## config.mk

```make
export PLATFORM = sky130hd
export DESIGN_NAME = positional_list_insert_remove_count
export DESIGN_NICKNAME = d
export VERILOG_FILES = /design/src/rtl/plirc_pkg.sv /design/src/rtl/plirc_ctrl.sv /design/src/rtl/plirc_dp.sv /design/src/rtl/positional_list_insert_remove_count.sv
export VERILOG_INCLUDE_DIRS = /design/src /design/src/rtl
export SDC_FILE = /design/constraint.sdc
export NUM_CORES = 1
export LEC_CHECK = 0
export BUFFER_PORTS_ARGS = -buffer_cell sky130_fd_sc_hd__buf_2
export CAP_MARGIN = 15
export CORE_MARGIN = 5
export CORE_UTILIZATION = 45
export CTS_CLUSTER_DIAMETER = 50
export DETAILED_ROUTE_END_ITERATION = 10
export HOLD_SLACK_MARGIN = 0.02
export PLACE_DENSITY = 0.67
export SLEW_MARGIN = 10
export SYNTH_ARGS = -nofsm -noshare
export SYNTH_HDL_FRONTEND = slang
export SYNTH_SLANG_ARGS = --single-unit
```

## constraint.sdc

```tcl
create_clock -name clk -period 6.5 [get_ports clk]
set_input_delay 1.625 -clock clk [delete_from_list [all_inputs] [get_ports clk]]
set_output_delay 1.625 -clock clk [all_outputs]
set_load 0.01 [all_outputs]
```

## src/rtl/positional_list_insert_remove_count_defines.svh

```systemverilog
// Assertion macros used by the positional list datapath.
// Depends on clk and arst_n being visible where a macro is used.
`ifndef POSITIONAL_LIST_INSERT_REMOVE_COUNT_DEFINES_SVH
`define POSITIONAL_LIST_INSERT_REMOVE_COUNT_DEFINES_SVH

// Condition that must hold at every clock edge out of reset.
`define PLIRC_ASSERT_ALWAYS(lbl, cond, msg) \
	lbl: assert property (@(posedge clk) disable iff (!arst_n) (cond)) else $error(msg);

// Same-cycle implication.
`define PLIRC_ASSERT_IMPL(lbl, ante, cons, msg) \
	lbl: assert property (@(posedge clk) disable iff (!arst_n) (ante) |-> (cons)) \
		else $error(msg);

`endif

```

## src/rtl/plirc_pkg.sv

```systemverilog
// Shared types and constants of the positional list block.
// No dependencies.
`default_nettype none

package plirc_pkg;

	localparam int DEPTH = 16;
	localparam int IDX_W = (DEPTH > 1) ? $clog2(DEPTH) : 1;
	localparam int LEN_W = $clog2(DEPTH + 1);
	localparam int CMP_W = (LEN_W + 1 > 9) ? LEN_W + 1 : 9;

	localparam logic [1:0] MODE_INSERT = 2'd0;
	localparam logic [1:0] MODE_REMOVE = 2'd1;
	localparam logic [1:0] MODE_COUNT  = 2'd2;

	localparam logic [1:0] STS_DONE         = 2'd0;
	localparam logic [1:0] STS_RANGE        = 2'd1;
	localparam logic [1:0] STS_FULL         = 2'd2;
	localparam logic [1:0] STS_REMOVED_LAST = 2'd3;

	typedef struct packed {
		logic        [1:0]  mode;
		logic        [7:0]  position;
		logic signed [31:0] value;
	} req_t;

	typedef struct packed {
		logic [1:0] status;
		logic [8:0] match_count;
		logic [8:0] length;
	} rsp_t;

	typedef struct packed {
		logic load;
		logic decide;
		logic step;
		logic wr_val;
		logic result;
	} dp_cmd_t;

	typedef struct packed {
		logic ok;
		logic scan;
		logic is_ins;
		logic last;
		logic out_busy;
	} dp_sts_t;

endpackage

`default_nettype wire

```

## src/rtl/plirc_ctrl.sv

```systemverilog
// Sequencer of the positional list: one operation at a time.
// Depends on plirc_pkg.
`default_nettype none

module plirc_ctrl (
	input  wire logic               clk,
	input  wire logic               arst_n,
	input  wire logic               req_valid,
	output logic                    req_ready,
	input  wire plirc_pkg::dp_sts_t sts,
	output plirc_pkg::dp_cmd_t      cmd
);

	localparam logic [2:0] S_IDLE   = 3'd0;
	localparam logic [2:0] S_DECIDE = 3'd1;
	localparam logic [2:0] S_RUN    = 3'd2;
	localparam logic [2:0] S_DRAIN  = 3'd3;
	localparam logic [2:0] S_WRVAL  = 3'd4;
	localparam logic [2:0] S_RESULT = 3'd5;

	logic [2:0] state_q;
	logic [2:0] state_d;

	always_comb begin
		state_d   = state_q;
		cmd       = '0;
		req_ready = 1'b0;
		unique case (state_q)
			S_IDLE: begin
				req_ready = 1'b1;
				if (req_valid) begin
					cmd.load = 1'b1;
					state_d  = S_DECIDE;
				end
			end
			S_DECIDE: begin
				cmd.decide = 1'b1;
				if (!sts.ok)         state_d = S_RESULT;
				else if (sts.scan)   state_d = S_RUN;
				else if (sts.is_ins) state_d = S_WRVAL;
				else                 state_d = S_RESULT;
			end
			S_RUN: begin
				cmd.step = 1'b1;
				if (sts.last) state_d = S_DRAIN;
			end
			S_DRAIN: begin
				state_d = sts.is_ins ? S_WRVAL : S_RESULT;
			end
			S_WRVAL: begin
				cmd.wr_val = 1'b1;
				state_d    = S_RESULT;
			end
			S_RESULT: begin
				if (!sts.out_busy) begin
					cmd.result = 1'b1;
					state_d    = S_IDLE;
				end
			end
			default: state_d = S_IDLE;
		endcase
	end

	always_ff @(posedge clk or negedge arst_n) begin
		if (!arst_n) state_q <= S_IDLE;
		else         state_q <= state_d;
	end

endmodule

`default_nettype wire

```

## src/rtl/plirc_dp.sv

```systemverilog
// Datapath of the positional list: entry memory, shift/scan cursor,
// match counter, length and result register. Depends on plirc_pkg.
`default_nettype none

`include "positional_list_insert_remove_count_defines.svh"

module plirc_dp (
	input  wire logic               clk,
	input  wire logic               arst_n,
	input  wire plirc_pkg::req_t    req,
	input  wire plirc_pkg::dp_cmd_t cmd,
	output plirc_pkg::dp_sts_t      sts,
	output plirc_pkg::rsp_t         rsp,
	output logic                    rsp_valid,
	input  wire logic               rsp_ready
);

	localparam int IDX_W = plirc_pkg::IDX_W;
	localparam int LEN_W = plirc_pkg::LEN_W;
	localparam int CMP_W = plirc_pkg::CMP_W;

	logic        [1:0]       mode_q;
	logic        [7:0]       pos_q;
	logic signed [31:0]      val_q;
	logic        [LEN_W-1:0] len_q;
	logic        [LEN_W-1:0] cnt_q;
	logic        [IDX_W-1:0] cursor_q;
	logic        [IDX_W-1:0] stop_q;
	logic                    rd_s1;
	logic        [IDX_W-1:0] addr_s1;
	logic signed [31:0]      rdata_s1;
	logic signed [31:0]      mem [plirc_pkg::DEPTH];

	logic [CMP_W-1:0] pos_w, len_w;
	logic             is_ins, is_rem, is_cnt, full, ok, scan;
	logic [IDX_W-1:0] start_idx, stop_idx;
	logic [1:0]       err_code, status;
	logic [LEN_W-1:0] new_len;

	assign pos_w  = CMP_W'(pos_q);
	assign len_w  = CMP_W'(len_q);
	assign is_ins = (mode_q == plirc_pkg::MODE_INSERT);
	assign is_rem = (mode_q == plirc_pkg::MODE_REMOVE);
	assign is_cnt = (mode_q == plirc_pkg::MODE_COUNT);
	assign full   = (len_q == LEN_W'(plirc_pkg::DEPTH));

	// operation check and scan range
	always_comb begin
		ok        = 1'b1;
		scan      = 1'b0;
		err_code  = plirc_pkg::STS_RANGE;
		start_idx = '0;
		stop_idx  = '0;
		case (mode_q)
			plirc_pkg::MODE_INSERT: begin
				if (full) begin
					ok       = 1'b0;
					err_code = plirc_pkg::STS_FULL;
				end else if (pos_w == '0 || pos_w > len_w + CMP_W'(1)) begin
					ok = 1'b0;
				end else begin
					// shift down from the tail to the insert slot
					scan      = (pos_w <= len_w);
					start_idx = IDX_W'(len_w - CMP_W'(1));
					stop_idx  = IDX_W'(pos_w - CMP_W'(1));
				end
			end
			plirc_pkg::MODE_REMOVE: begin
				if (pos_w == '0 || pos_w > len_w) begin
					ok = 1'b0;
				end else begin
					scan      = (pos_w < len_w);
					start_idx = IDX_W'(pos_w);
					stop_idx  = IDX_W'(len_w - CMP_W'(1));
				end
			end
			plirc_pkg::MODE_COUNT: begin
				scan      = (len_q != '0);
				start_idx = '0;
				stop_idx  = IDX_W'(len_w - CMP_W'(1));
			end
			default: begin
				ok = 1'b1;
			end
		endcase
	end

	always_comb begin
		new_len = len_q;
		if (ok && is_ins) new_len = len_q + LEN_W'(1);
		if (ok && is_rem) new_len = len_q - LEN_W'(1);
		if (!ok)                             status = err_code;
		else if (is_rem && new_len == '0)    status = plirc_pkg::STS_REMOVED_LAST;
		else                                 status = plirc_pkg::STS_DONE;
	end

	assign sts.ok       = ok;
	assign sts.scan     = scan;
	assign sts.is_ins   = is_ins;
	assign sts.last     = (cursor_q == stop_q);
	assign sts.out_busy = rsp_valid && !rsp_ready;

	always_ff @(posedge clk or negedge arst_n) begin
		if (!arst_n) begin
			len_q     <= '0;
			rd_s1     <= 1'b0;
			rsp_valid <= 1'b0;
		end else begin
			rd_s1 <= cmd.step;
			if (cmd.result) begin
				len_q     <= new_len;
				rsp_valid <= 1'b1;
			end else if (rsp_ready) begin
				rsp_valid <= 1'b0;
			end
		end
	end

	always_ff @(posedge clk) begin
		if (cmd.load) begin
			mode_q <= req.mode;
			pos_q  <= req.position;
			val_q  <= req.value;
			cnt_q  <= '0;
		end else if (rd_s1 && is_cnt && rdata_s1 == val_q) begin
			cnt_q <= cnt_q + LEN_W'(1);
		end
		if (cmd.decide) begin
			cursor_q <= start_idx;
			stop_q   <= stop_idx;
		end else if (cmd.step) begin
			cursor_q <= is_ins ? cursor_q - IDX_W'(1) : cursor_q + IDX_W'(1);
		end
		if (cmd.step) addr_s1 <= cursor_q;
		if (cmd.result) begin
			rsp.status      <= status;
			rsp.match_count <= is_cnt ? 9'(cnt_q) : 9'd0;
			rsp.length      <= 9'(new_len);
		end
	end

	// one read, one write per cycle; read data registered
	always_ff @(posedge clk) begin
		if (cmd.step) rdata_s1 <= mem[cursor_q];
		if (cmd.wr_val)            mem[IDX_W'(pos_q - 8'd1)] <= val_q;
		else if (rd_s1 && is_ins)  mem[addr_s1 + IDX_W'(1)]  <= rdata_s1;
		else if (rd_s1 && is_rem)  mem[addr_s1 - IDX_W'(1)]  <= rdata_s1;
	end

	`PLIRC_ASSERT_ALWAYS(a_len_bound, len_q <= LEN_W'(plirc_pkg::DEPTH), "length above depth")
	`PLIRC_ASSERT_IMPL(a_no_rw_clash, rd_s1 && cmd.step && is_ins, (addr_s1 + IDX_W'(1)) != cursor_q, "shift write hits read address")
	`PLIRC_ASSERT_IMPL(a_count_bound, rsp_valid, rsp.match_count <= rsp.length, "match count above length")
	`PLIRC_ASSERT_IMPL(a_empty_on_last, rsp_valid && rsp.status == plirc_pkg::STS_REMOVED_LAST, rsp.length == 9'd0, "last removal leaves entries")

endmodule

`default_nettype wire

```

## src/rtl/positional_list_insert_remove_count.sv

```systemverilog
// Positional list block, top level: sequencer plus datapath.
// Depends on plirc_pkg, plirc_ctrl and plirc_dp.
//
// Usage
//   req channel (req_valid/req_ready/req): one beat is one operation:
//   insert a value at a 1-based position, remove the entry at a position,
//   or count entries equal to a value.
//   rsp channel (rsp_valid/rsp_ready/rsp): exactly one beat per request,
//   in request order, carrying status, match count and the new length.
//
// Sequence
//   One operation is in flight at a time. A request is accepted and
//   decided, takes one run step per entry moved or scanned, drains the read
//   pipeline when any entry is read and writes the new value on insert:
//     insert at p: len - p + 1 moves
//     remove at p: len - p moves
//     count      : len compares
//   The scan through the entry memory does one read and one write a cycle;
//   a count over a full list compares all 16 entries. The result comes last.
//   Rejected requests go from the decide step straight to the result.
//
// Reset clears the length to zero and empties the result register; entry
// contents are left as they are and are never read before being written.
// A stalled receiver holds the result in the output register; the next
// request is accepted and worked on, and waits only at its own result.
`default_nettype none

module positional_list_insert_remove_count (
	input  wire logic            clk,
	input  wire logic            arst_n,
	input  wire logic            req_valid,
	output logic                 req_ready,
	input  wire plirc_pkg::req_t req,
	output logic                 rsp_valid,
	input  wire logic            rsp_ready,
	output plirc_pkg::rsp_t      rsp
);

	plirc_pkg::dp_cmd_t cmd;
	plirc_pkg::dp_sts_t sts;

	plirc_ctrl u_ctrl (
		.clk       (clk),
		.arst_n    (arst_n),
		.req_valid (req_valid),
		.req_ready (req_ready),
		.sts       (sts),
		.cmd       (cmd)
	);

	plirc_dp u_dp (
		.clk       (clk),
		.arst_n    (arst_n),
		.req       (req),
		.cmd       (cmd),
		.sts       (sts),
		.rsp       (rsp),
		.rsp_valid (rsp_valid),
		.rsp_ready (rsp_ready)
	);

endmodule

`default_nettype wire
```

Yosys cells after proc, flatten, opt, wreduce, memory -nomap -nowiden
Memories as Yosys holds them, arrays and structs flattened. A register that Yosys moved wholly into a read port is not among the register bits.
Index checks and enable logic that the tools add are counted.
W data, S select, Z words.
Word-level totals
  logic and storage cells: 122
  memories: 1
  bits in writable memories: 512
  input bits: 46
  register bits after elaboration: 85
  output and inout bits: 22
Memories
  u_dp.mem: depth 16, bits a word 32, read ports 1, clocked after memory_dff 1, wr ports 1, line plirc_dp.sv:32  | logic signed [31:0] mem [plirc_pkg::DEPTH];
Operators by class
  order comparisons: 4
  equality and inequality tests: 13
  multiplexer cells: 57
  add/sub/neg operators: 11
  reduce and logical (&&, ||, !) cells: 21
Operator list (count)
  $mux W32: 2
  $reduce_or A32 Y1: 2
  $mux W4: 11
  $eq A32 B32 Y1: 1
  $mux W1: 28
  $sub A4 B1 Y4 const B: 5
  $pmux W3 S6: 1
  $mux W3: 5
  $pmux W4 S3: 1
  $add A5 B1 Y5 const B: 2
  $mux W5: 2
  $logic_not A9 Y1: 1
  $add A4 B1 Y4 const B: 2
  $gt A8 B5 Y1: 1
  $gt A8 B6 Y1: 1
  $le A8 B5 Y1: 1
  $logic_and A1 B1 Y1: 8
  $lt A8 B5 Y1: 1
  $mux W2: 4
  $pmux W4 S2: 1
  $add A5 B1 Y6 const B: 1
  $eq A3 B2 Y1 const B: 2
  $eq A3 B3 Y1 const B: 2
  $ne A2 B2 Y1 const B: 3
  16 further kinds: 18

Depth between registers and ports, before layout
  depth in word-level cells: 13
  gate-level depth with buffers: 13
  depth with buffers taken out: 12

By module
A second synthesis with hierarchy kept.
Second synthesis, totals
  cells, all modules: 1236
  area, all modules: 24931.4 um^2
Modules (own cells, without submodules)
  plirc_dp: cells an instance 1209, times used 1, area an instance 24712.5 um^2, seq. area each 18592.8 um^2
  plirc_ctrl: cells an instance 27, times used 1, area an instance 219.0 um^2, seq. area each 75.1 um^2

Worst setup path after synthesis
No wires, ideal clock.
  path type: register -> register
  from: register u_dp.len_q[0]
  to: register u_ctrl.state_q[1]
  arrival time: 3.382 ns
  setup slack: 3.041 ns
  setup time: 0.077 ns
  path buffers: 1
  data required time: 6.423 ns
  cell stages (with the launch flop): 13
  period minus slack after synthesis: 3.459 ns
  cells stage by stage: dfrtp_1 clkbuf_1 inv_1 ha_1 inv_1 ha_1 and4_1 a31oi_1 or4_4 or4_1 a32o_2 or3b_1 a21oi_1
On the way
  cells in the longest elaborated chain, start to end: 9
  elaborated cells on any way between the ends: 20
  those cells by class: 1 x add/sub; 4 x order compare; 1 x eq/ne; 11 x mux; 3 x reduce/logical
Ends and longest elaborated chain
  from (decl): line plirc_dp.sv:25  | logic [LEN_W-1:0] len_q;
  from (signal assigned): line plirc_dp.sv:111  | len_q <= new_len;
  $add A5 B1 Y6: line plirc_dp.sv:59  | end else if (pos_w == '0 || pos_w > len_w + CMP_W'(1)) begin
  $gt A8 B6 Y1: line plirc_dp.sv:59
  $logic_or A1 B1 Y1: line plirc_dp.sv:59
  $mux W1: line plirc_dp.sv:59
  $mux W1: line plirc_dp.sv:56  | if (full) begin
  $pmux W1 S3: line plirc_dp.sv:54  | case (mode_q)
  $mux W3: line plirc_ctrl.sv:39  | else if (sts.scan) state_d = S_RUN;
  $mux W3 (*): line plirc_ctrl.sv:38  | if (!sts.ok) state_d = S_RESULT;
  $pmux W3 S6 (*): line plirc_ctrl.sv:28  | unique case (state_q)
  to (signal assigned): line plirc_ctrl.sv:66  | else state_q <= state_d;
  to (decl): line plirc_ctrl.sv:21  | logic [2:0] state_q;
Every way passes the cells marked *; elsewhere a longest branch is shown, timed or not.
A chain may end at the register's enable or synchronous reset.

Final worst setup path
  from: register u_ctrl.state_q[2]
  to: memory u_dp.mem[10][19] (enable)
On the way
  cells in the longest elaborated chain, start to end: 7
  elaborated cells on any way between the ends: 14
  those cells by class: 1 x eq/ne; 11 x mux; 2 x reduce/logical
Ends and longest elaborated chain
  $eq A3 B3 Y1 (*): line plirc_ctrl.sv:28
  $mux W1 (*): line plirc_ctrl.sv:28
  $mux W1: line plirc_dp.sv:145  | if (cmd.wr_val) mem[IDX_W'(pos_q - 8'd1)] <= val_q;
  $mux W1 (implied by the code): line plirc_dp.sv:146  | else if (rd_s1 && is_ins) mem[addr_s1 + IDX_W'(1)] <= rdata_s1;
  $reduce_or A32 Y1 (no source line)
  $mux W4 (no source line) / $mux W1 (equally long branches) (2 in a row)
  to (decl): line plirc_dp.sv:32
Marks and branches as above.

==> impl_metrics.tcl <==
set metrics [dict create \
    synthArstFlopShare_pct 1.60 \
    drive_above_1_share_pct 30.6 \
    hold_violations 0 \
    rsz0062_at_grt "false" \
    worstPathArrival_ps 4150 \
    grt_pass1_wl_mm 79.4 \
    path_buf_inv 2 \
    cts_hold_buf 0 \
    yosys.cell_types.count 59 \
    endpoint_kind "register" \
    clockRootBuffer "clkbuf_16" \
    final.min_clock_period_ps 3880 \
    cts-htree-levels 3 \
    yosysWarnings 0 \
    cp.depth 7 \
    synth_seq_cells 625 \
    rr_worst_depth 7 \
    die_h_um 245 \
    nFillCells 4258 \
    synth_edf_count 610 \
    outcome "complete, no violations" \
    cts_tree "done" \
    holdWs_ps 511 \
    crit_family "simple AND/OR/NAND/NOR gates" \
    fin_nets 1336 \
    io_pins 68 \
    worst_pin_slew_ps 1070 \
    hpwl_mm 29.4 \
    antenna_found_initial 0 \
    vias 11696 \
    placementRows 86 \
    cp_cell_sequence "nor3b_1 > nor3b_2 > buf_4 > a21o_1 > nand2_1 > nor2_4 > buf_4" \
    drcViolationCount 0 \
    cts-resized-gates 0 \
    die_w_um 245 \
    required_ps 6770 \
    fmax_mhz 257 \
    cts.path.max_buffers 3 \
    clkLatencyLatePin_ps 610 \
    total_power_w 0.0121 \
    ys.flop_type "edfxtp_1" \
    track_usage_pct 17.8 \
    netlist_area_sq_um 24900 \
    drtAntennaViolNets 0 \
    num_antenna_cells 0 \
    die_area_sq_um 60000 \
    final_cell_mix "edfxtp_1, mux4_2, clkbuf_16" \
    critPathLaunchType "register" \
    postCtsSetupRepairBufs 0 \
    grt_max_degree 71 \
    cts_made_buffers 69 \
    hold_path_class "reg -> reg" \
    port_buffers 59 \
    mostFrequentLayoutCell "edfxtp_1" \
    whs_path_depth 2 \
    r2r-start "u_ctrl.state_q[2]" \
    path_clk_slew_ps 60 \
    crit_start "u_ctrl.state_q[2]" \
    cts_sinks 625 \
    final.setup.tns_ps 0 \
    dr.first_iter.drc_count 958 \
    crit_slowest_cell "nor3b_2" \
    drt-vias-per-instance 5.78 \
    period_share_pct 59.7 \
    vdd_ir_drop_max_mv 0.269 \
    endpoint "u_dp.mem[10][19]" \
    yosysSeqAreaShare_pct 75.1 \
    p_leak_nw 9.12 \
    finClkSkew_ps 42.4 \
    maxCapViolCount 0 \
    final-max-slew-violation-count 0 \
    slew_headroom_pct 28.8 \
    start_util_pct 45.3 \
    cp_common_cell "buf_4" \
    cpPeakStageDelay_ps 700 \
    core_area_sq_um 54900 \
    drt_pre_antenna_iters 5 \
    crit_type "reg -> reg" \
    power_density_nw_per_um2 427 \
    overflow 0 \
    syn_to_final_growth_pct 14.0 \
    avgRoutedWirePerCell_um 26.2 \
    grt_pass1_vias 12050 \
    synth.avg_cell_area_sq_um 21.3 \
    wl_mm 53.0 \
    setup_viol_count_final 0 \
    r2r_slack_ps 2620 \
    syn_inst 1166 \
    worstPathMaxFanout 30 \
    gp_congestion 0.841 \
    reg2reg_to "u_dp.mem[10][19]" \
]
-- flip-flops by register name, indices dropped and copies added (netlist names) --
signal	cells
u_dp.mem	512
u_dp.rdata_s1	32
u_dp.val_q	32
u_dp.rsp	12
u_dp.pos_q	8
u_dp.cnt_q	5
u_dp.len_q	5
u_dp.addr_s1	4
u_dp.cursor_q	4
u_dp.stop_q	4
u_ctrl.state_q	3
u_dp.mode_q	2
u_dp.rd_s1	1
u_dp.rsp_valid	1
-- kinds of logic after synthesis --
family	Yosys count	share of synthesized area, %
multiplexers	198	16.2
flip-flops	625	75.1
other	1	0.0151
XOR/XNOR	55	1.94
AO/OA/AOI/OAI	57	1.50
buffers and inverters	79	1.43
adder cells (fa/ha/maj)	20	1.04
AND/OR/NAND/NOR	131	2.77
-- how the worst min path moves through the flow --
| stage | startpoint | endpoint |
|---|---|---|
| 5_1_grt | u_dp.cnt_q[4] | u_dp.cnt_q[4] |
| 4_1_cts | u_dp.cnt_q[4] | u_dp.cnt_q[4] |
| 2_1_floorplan | u_dp.cursor_q[0] | u_dp.addr_s1[0] |
| 6_report | u_dp.cnt_q[4] | u_dp.cnt_q[4] |
| 3_3_place_gp | u_dp.cnt_q[4] | u_dp.cnt_q[4] |
| 3_5_place_dp | u_dp.cnt_q[4] | u_dp.cnt_q[4] |
-- tightest hold or removal path, stage by stage, from the launching register on --
cell     delay (ps)
dfxtp_1         340
xor2_1           70
nor2_1           70
-- cell usage after synthesis, types with 4 or more instances --
library cell	count	area share, %
edfxtp_1	610	74
mux4_2	160	14
nor2_1	36	0.54
xor2_1	36	1.3
mux2_2	34	1.5
clkbuf_1	32	0.48
nand2_1	26	0.39
inv_1	20	0.30
ha_1	19	0.96
xnor2_1	19	0.67
buf_1	14	0.21
nand3_1	14	0.28
o21ai_0	14	0.28
a21oi_1	13	0.26
buf_4	10	0.30
dfrtp_1	10	1.0
nor4_1	9	0.23
and3_1	7	0.18
nor3_1	7	0.14
dfxtp_1	5	0.40
nand4_1	5	0.13
a31oi_1	4	0.10
mux2i_1	4	0.16
nor2b_1	4	0.10
-- metrics by stage --
step | util, % | instance area [sq um] | instances | setup WS, ps
finish | 51.6 | 28300 | 2025 | 2620
global route | 51.6 | 28300 | 2025 | 2400
CTS | 51.6 | 28300 | 2025 | 2580
detailed placement | 47.6 | 26100 | 1903 | 2570
global placement | 47.6 | 26100 | 1903 | 2650
floorplan | - | 24900 | 1173 | 3040
-- final cells by class --
type                            count  area, sq um  area share (%)
Clock buffer                       86         1830            6.47
Clock inverter                     36          379            1.34
Inverter                           20         75.1           0.265
Multi-Input combinational cell    469         5990            21.2
Sequential cell                   625        18700            65.9
Tap cell                          704          881            3.11
Timing Repair Buffer               85          503            1.78
-- layer usage --
layer | routed length, um | vias up | GRT usage, %
li1 | - | 5030 | -
met1 | 23300 | 6220 | 26.0
met4 | 1050 | 0 | 4.19
met2 | 25600 | 370 | 27.9
met3 | 3130 | 76 | 4.05
met5 | 0 | - | 0
-- power by group --
group          leakage [nW]  internal, W  total (W)  switching (W)
Combinational          2.37      0.00141    0.00306        0.00166
Sequential             5.68      0.00506    0.00523       0.000176
Clock                  1.08      0.00223    0.00381        0.00158
Note: power is estimated with default switching activity, not from simulation.
